[src/hdl/twcs_pkg.sv]
// ----------------------------------------------------------------------------
// twcs_pkg
// Shared codes and controller/datapath link types for the wall column shader.
// ----------------------------------------------------------------------------
package twcs_pkg;

  // input word command codes
  localparam logic [1:0] CMD_WRITE_TEXEL = 2'd0;
  localparam logic [1:0] CMD_BEGIN_COL   = 2'd1;
  localparam logic [1:0] CMD_NEXT_PIXEL  = 2'd2;

  // configuration register indexes
  localparam logic [1:0] REG_SCREEN_HEIGHT = 2'd0;
  localparam logic [1:0] REG_MID_HEIGHT    = 2'd1;
  localparam logic [1:0] REG_CEILING_COLOR = 2'd2;
  localparam logic [1:0] REG_FLOOR_COLOR   = 2'd3;

  // reset values of the configuration registers
  localparam logic [10:0] SCREEN_HEIGHT_RST = 11'd480;
  localparam logic [9:0]  MID_HEIGHT_RST    = 10'd240;

  // texture store geometry, fixed by the texel address field
  localparam int unsigned STORE_AW = 12;

  // controller -> datapath commands
  typedef struct packed {
    logic wr_texel;   // write the texel of the accepted word
    logic begin_col;  // latch slice, spans and divider operands
    logic div_step;   // one quotient bit
    logic mul_load;   // load step and start position
    logic pix_start;  // latch the reciprocal product for row mod TILE
    logic pix_mod;    // correct the texture row
    logic pix_read;   // read the texel
    logic pix_out;    // shade and offer the pixel
  } twcs_cmd_t;

  // datapath -> controller status
  typedef struct packed {
    logic column_active;
    logic div_last;
    logic out_free;
  } twcs_sts_t;

endpackage

[src/hdl/twcs_ctrl.sv]
// ----------------------------------------------------------------------------
// twcs_ctrl
// Sequencer for texel writes, column setup and pixel shading.
// ----------------------------------------------------------------------------
module twcs_ctrl (
  input  logic                clk,
  input  logic                rst_n,
  input  logic                in_valid,
  output logic                in_stall,
  input  logic [1:0]          in_command,
  input  twcs_pkg::twcs_sts_t sts,
  output twcs_pkg::twcs_cmd_t cmd
);

  typedef enum logic [5:0] {
    ST_IDLE  = 6'b000001,
    ST_DIV   = 6'b000010,
    ST_MUL   = 6'b000100,
    ST_PMOD  = 6'b001000,
    ST_PREAD = 6'b010000,
    ST_POUT  = 6'b100000
  } state_t;

  state_t state_r, state_nxt;
  logic   accept;

  assign in_stall = (state_r != ST_IDLE);
  assign accept   = in_valid && !in_stall;

  always_comb begin
    state_nxt = state_r;
    cmd       = '0;
    case (state_r)
      ST_IDLE: begin
        if (accept) begin
          case (in_command)
            twcs_pkg::CMD_WRITE_TEXEL: begin
              cmd.wr_texel = 1'b1;
            end
            twcs_pkg::CMD_BEGIN_COL: begin
              cmd.begin_col = 1'b1;
              state_nxt     = ST_DIV;
            end
            twcs_pkg::CMD_NEXT_PIXEL: begin
              // drop the pixel when no column is open
              if (sts.column_active) begin
                cmd.pix_start = 1'b1;
                state_nxt     = ST_PMOD;
              end
            end
            default: begin
            end
          endcase
        end
      end
      ST_DIV: begin
        cmd.div_step = 1'b1;
        if (sts.div_last) begin
          state_nxt = ST_MUL;
        end
      end
      ST_MUL: begin
        cmd.mul_load = 1'b1;
        state_nxt    = ST_IDLE;
      end
      ST_PMOD: begin
        cmd.pix_mod = 1'b1;
        state_nxt   = ST_PREAD;
      end
      ST_PREAD: begin
        cmd.pix_read = 1'b1;
        state_nxt    = ST_POUT;
      end
      ST_POUT: begin
        cmd.pix_out = 1'b1;
        if (sts.out_free) begin
          state_nxt = ST_IDLE;
        end
      end
      default: begin
        state_nxt = ST_IDLE;
      end
    endcase
  end

  always_ff @(posedge clk) begin
    if (!rst_n) begin
      state_r <= ST_IDLE;
    end else begin
      state_r <= state_nxt;
    end
  end

endmodule

[config.mk]
export PLATFORM = sky130hd
export DESIGN_NAME = twcs_ctrl
export DESIGN_NICKNAME = d
export VERILOG_FILES = /design/src/hdl/twcs_pkg.sv /design/src/hdl/twcs_ctrl.sv
export SDC_FILE = /design/constraint.sdc
export NUM_CORES = 1
export LEC_CHECK = 0
export BUFFER_PORTS_ARGS = -buffer_cell sky130_fd_sc_hd__buf_2
export CORE_AREA = 2 2 39 41
export CTS_CLUSTER_DIAMETER = 200
export DETAILED_ROUTE_END_ITERATION = 16
export DIE_AREA = 0 0 41 43
export PLACE_DENSITY = 0.56
export SLEW_MARGIN = 5
export SYNTH_ARGS = -nofsm -noshare
export SYNTH_HDL_FRONTEND = slang
export SYNTH_SLANG_ARGS = --single-unit
[constraint.sdc]
create_clock -name clk -period 3.2 [get_ports clk]
set_clock_uncertainty 0.1 [all_clocks]
set_input_delay 0.8 -clock clk [delete_from_list [all_inputs] [get_ports clk]]
set_output_delay 0.8 -clock clk [all_outputs]
set_load 0.05 [all_outputs]
# Word-level counts from Yosys, hierarchy flattened
# Index checks and enable logic that the tools add are counted.
dict set report op_classes {
  n_eq_ne 14
  muxes 19
  n_reduce_logical 4
}
# cell count
set ops {}
lappend ops {{6-bit one-hot mux with 5 select lines} 1}
lappend ops {{6-bit two-way mux} 4}
lappend ops {{6-bit one-hot mux with 2 select lines} 1}
lappend ops {{1-bit two-way mux} 11}
lappend ops {{6-bit by 1-bit equality test with 1-bit output, second input constant} 1}
lappend ops {{6-bit by 2-bit equality test with 1-bit output, second input constant} 1}
lappend ops {{6-bit by 3-bit equality test with 1-bit output, second input constant} 1}
lappend ops {{6-bit by 4-bit equality test with 1-bit output, second input constant} 1}
lappend ops {{6-bit by 5-bit equality test with 1-bit output, second input constant} 1}
lappend ops {{6-bit equality test, second input constant} 1}
lappend ops {{2-bit inequality test, second input constant} 3}
lappend ops {{6-bit by 1-bit inequality test with 1-bit output, second input constant} 1}
lappend ops {{5-bit AND reduction} 1}
lappend ops {{2-bit two-way mux} 2}
lappend ops {{3-bit by 1-bit inequality test with 1-bit output, second input constant} 1}
lappend ops {{3-bit inequality test, second input constant} 1}
lappend ops {{2-bit by 1-bit equality test with 1-bit output, second input constant} 1}
lappend ops {{2-bit equality test, second input constant} 1}
lappend ops {{2-bit logical NOT} 1}
lappend ops {{1-bit logical AND} 1}
lappend ops {{1-bit logical NOT} 1}
dict set report word_totals {
  word_cells 38
  input_bits 8
  out_inout_bits 9
  reg_bits 6
}

# Longest topological paths before layout
dict set report logic_depth {
  word_depth 5
  depth_mapped 5
  mapped_depth_nobuf 4
}

# Worst setup path after synthesis
# No wires, ideal clock.
dict set report synth_path {
  kind {register to output}
  startpoint {register state_r[3]}
  endpoint {output cmd[4] (netlist name)}
  path_buffers 0
  path_stages_with_launch 3
  arrival_time_ns 2.072
  path_slack_ns 0.228
  cell_sequence {dfxtp_1 -> or4_4 -> nor3b_1}
}
# item line
set synth_rtl {}
lappend synth_rtl {{start: declaration} twcs_ctrl.sv:24} ;# state_t state_r, state_nxt;
lappend synth_rtl {{start signal: assignment} twcs_ctrl.sv:90} ;# state_r <= state_nxt;
lappend synth_rtl {{end: declaration} twcs_ctrl.sv:12} ;# output twcs_pkg::twcs_cmd_t cmd

==> impl_metrics.tcl <==
set metrics [dict create \
    outcome "finished, final reports clean" \
    ys_top_cells_by_area "dfxtp_1 (33%), and2_1 (5.2%), nor3b_4 (5.2%)" \
    use_met1_pct 14.9 \
    fmax_ghz 0.369 \
    antenna_found_initial 0 \
    crit_type "register to output port" \
    dp_hpwl_um 674 \
    yosys.area.top_type "dfxtp_1" \
    wl_per_cell_um 11.5 \
    netlist_area_um2 364 \
    start_util_pct 26.3 \
    fin_ws_ns 0.489 \
    cellLeakagePower_nw 0.250 \
    syn_avg_cell_area_um2 9.10 \
    p_comb_share_pct 22.6 \
    cts_buffers 3 \
    rsz0062_at_grt "false" \
    p_clk_share_pct 35.5 \
    top_regs "state_r (6)" \
    ys_seq_area_share_pct 33.0 \
    dpl_cell_area_um2 459 \
    critPathArrivalTime_ns 1.81 \
    reg2reg_from "state_r[3]" \
    synth_top_area_share_pct 33.0 \
    final_util_pct 34.8 \
    nets 68 \
    drive_above_1_share_pct 43.1 \
    min_from "state_r[1]" \
    syn_inst 40 \
    cts_tree "built" \
    dieArea_um2 1760 \
    synth_fp_nets 48 \
    drt_pass1_iterations 4 \
    p_per_area_nw_per_um2 399 \
    overflow 0 \
    cp-startpoint "state_r[2]" \
    post_drt_via_cell_ratio 4.88 \
    dp.cells 71 \
    vias 361 \
    place_congestion 0.686 \
    setup-tns-final_ns 0 \
    cellInternalPower_w 0.000136 \
    ioPinCount 17 \
    largest_reg_flops 6 \
    worstPathMaxFanout 5 \
    clockRootBuffer "clkbuf_4" \
    tightestPinTransition_ns 0.438 \
    grt_pass1_wl_um 1470 \
    top_register "state_r" \
    synthToLayoutAreaGrowth_pct 32.3 \
    gr-usage-met2_pct 17.2 \
    post-route-period-util_pct 84.7 \
    synth_warnings 0 \
    ctsResizeCount 0 \
    cts.path.max_buffers 2 \
    layout.cells.non_filler 74 \
    cts_setup_buffers 0 \
    grt_use_total_pct 13.5 \
    antenna_left 0 \
    vdd_drop_max_mv 0.131 \
    grt-busiest-layer "met2" \
    power.switching_w 0.0000568 \
    slew_headroom_pct 70.5 \
    ys_seq_elements 6 \
    crit_path_end_kind "output port" \
    p_sw_share_pct 29.5 \
    grt_max_degree 7 \
    grt_util_met3_pct 4.71 \
    startpoint_type "register" \
    async_flop_share_pct 0 \
    synth_ff_type "dfxtp_1" \
    antenna_cells 0 \
    synth_edf_count 0 \
    hold_violations 0 \
    crit_required_ns 2.30 \
    core-area_um2 1380 \
    hold_class "register to register" \
    rows 14 \
    cts_hold_repair.buffers 0 \
    numPortBuffers 16 \
    drt_wl_total_um 853 \
    die_y_um 43 \
    drc 0 \
    layout_min_cycle_time_ns 2.71 \
    final_cell_area_um2 482 \
    grt_pass1_vias 364 \
    drv_slew 0 \
    clock-sinks 6 \
    h-tree-depth 1 \
    synth.distinct_cells 27 \
    die_w_um 41 \
    path_clk_slew_ns 0.04 \
    insertion_delay_ns 0.24 \
    pwr-share-seq_pct 41.9 \
    drt-initial-drc-count 2 \
    place_ws_ns 0.718 \
    setup_viol 0 \
    max_cap_violations 0 \
]
[area by class of cell]
cell class                      instances  area (um2)
Multi-Input combinational cell         31         231
Clock buffer                            3        22.5
Timing Repair Buffer                   16        80.1
Sequential cell                         6         120
Fill cell                             152         902
Tap cell                               16        20.0
Inverter                                2        7.51
[worst paths after layout]
| path | slack, ns | cells past startpoint | to |
|---|---|---|---|
| worst max-delay path | 0.49 | 4 | cmd[6] |
| worst min register to register | 0.61 | 3 | state_r[0] |
| worst max register to register | 1.56 | 4 | state_r[0] |
| worst min-delay path | 0.61 | 3 | state_r[0] |
[critical path, cell delays in order (launching register included)]
cell and delay [ns]:
dfxtp_1 0.35, nor4_1 0.44, nand3_1 0.24, nor3b_2 0.24, buf_2 0.30
[cell usage after synthesis (2+ instances only)]
library cell  count
and3_1            2
nor2_1            2
and2_1            3
nand2_1           3
dfxtp_1           6
nor3_1            2
inv_1             2
[cells in the final DEF, fill, tap and decap left out]
| cell | Yosys | routed |
|---|---|---|
| nor3b_2 | 1 | 1 |
| o21ai_0 | 1 | 1 |
| nor3_1 | 2 | 2 |
| a221o_1 | 1 | 1 |
| and3_1 | 2 | 2 |
| o211a_1 | 1 | 1 |
| o211ai_1 | 1 | 1 |
| or4_4 | 1 | 1 |
| inv_1 | 2 | 2 |
| nor3_2 | 1 | 1 |
| and4b_2 | 1 | 1 |
| and2_1 | 3 | 3 |
| nor3b_1 | 1 | 1 |
| nor2b_1 | 1 | 1 |
| nand2_1 | 3 | 3 |
| and3_2 | 1 | 1 |
| nor4_1 | 1 | 1 |
| clkbuf_4 | 0 | 3 |
| a21o_1 | 1 | 1 |
| buf_2 | 0 | 16 |
| nand3_1 | 1 | 1 |
| dfxtp_1 | 6 | 6 |
| and3b_1 | 1 | 1 |
| nor2_1 | 2 | 2 |
| o21a_1 | 1 | 1 |
| xor2_1 | 1 | 1 |
| mux2i_1 | 1 | 1 |
| nor3b_4 | 1 | 1 |
[through the flow]
stage          power [W]  hold slack [ns]
2_1_floorplan   0.000112            0.545
3_3_place_gp    0.000125            0.598
3_5_place_dp    0.000125            0.603
4_1_cts         0.000195            0.608
5_1_grt         0.000204            0.647
6_report        0.000192            0.606
[power by group through the flow]
stage / registers [W] / clock network, W / logic (W)
global placement: 0.0000818 / 0 / 0.0000430
CTS: 0.0000805 / 0.0000704 / 0.0000437
global route: 0.0000809 / 0.0000763 / 0.0000472
floorplan: 0.0000809 / 0 / 0.0000316
finish: 0.0000805 / 0.0000683 / 0.0000435
detailed placement: 0.0000818 / 0 / 0.0000435
[routing by layer]
metal,wire length [um],up-vias
met4,22,0
met2,421,12
met5,0,-
met1,372,163
li1,-,183
met3,37,3
[logic make-up (layout without fill, tap and decap cells)]
| logic type | count (synthesis) | count (layout) | share of synthesized area, % |
|---|---|---|---|
| simple gates | 23 | 23 | 45.4 |
| compound gates | 6 | 6 | 13.1 |
| flops | 6 | 6 | 33.0 |
| buf+inv | 3 | 21 | 3.44 |
| xor+xnor | 1 | 1 | 2.41 |
| mux | 1 | 1 | 2.75 |
Power figures use the tool's default switching activity.
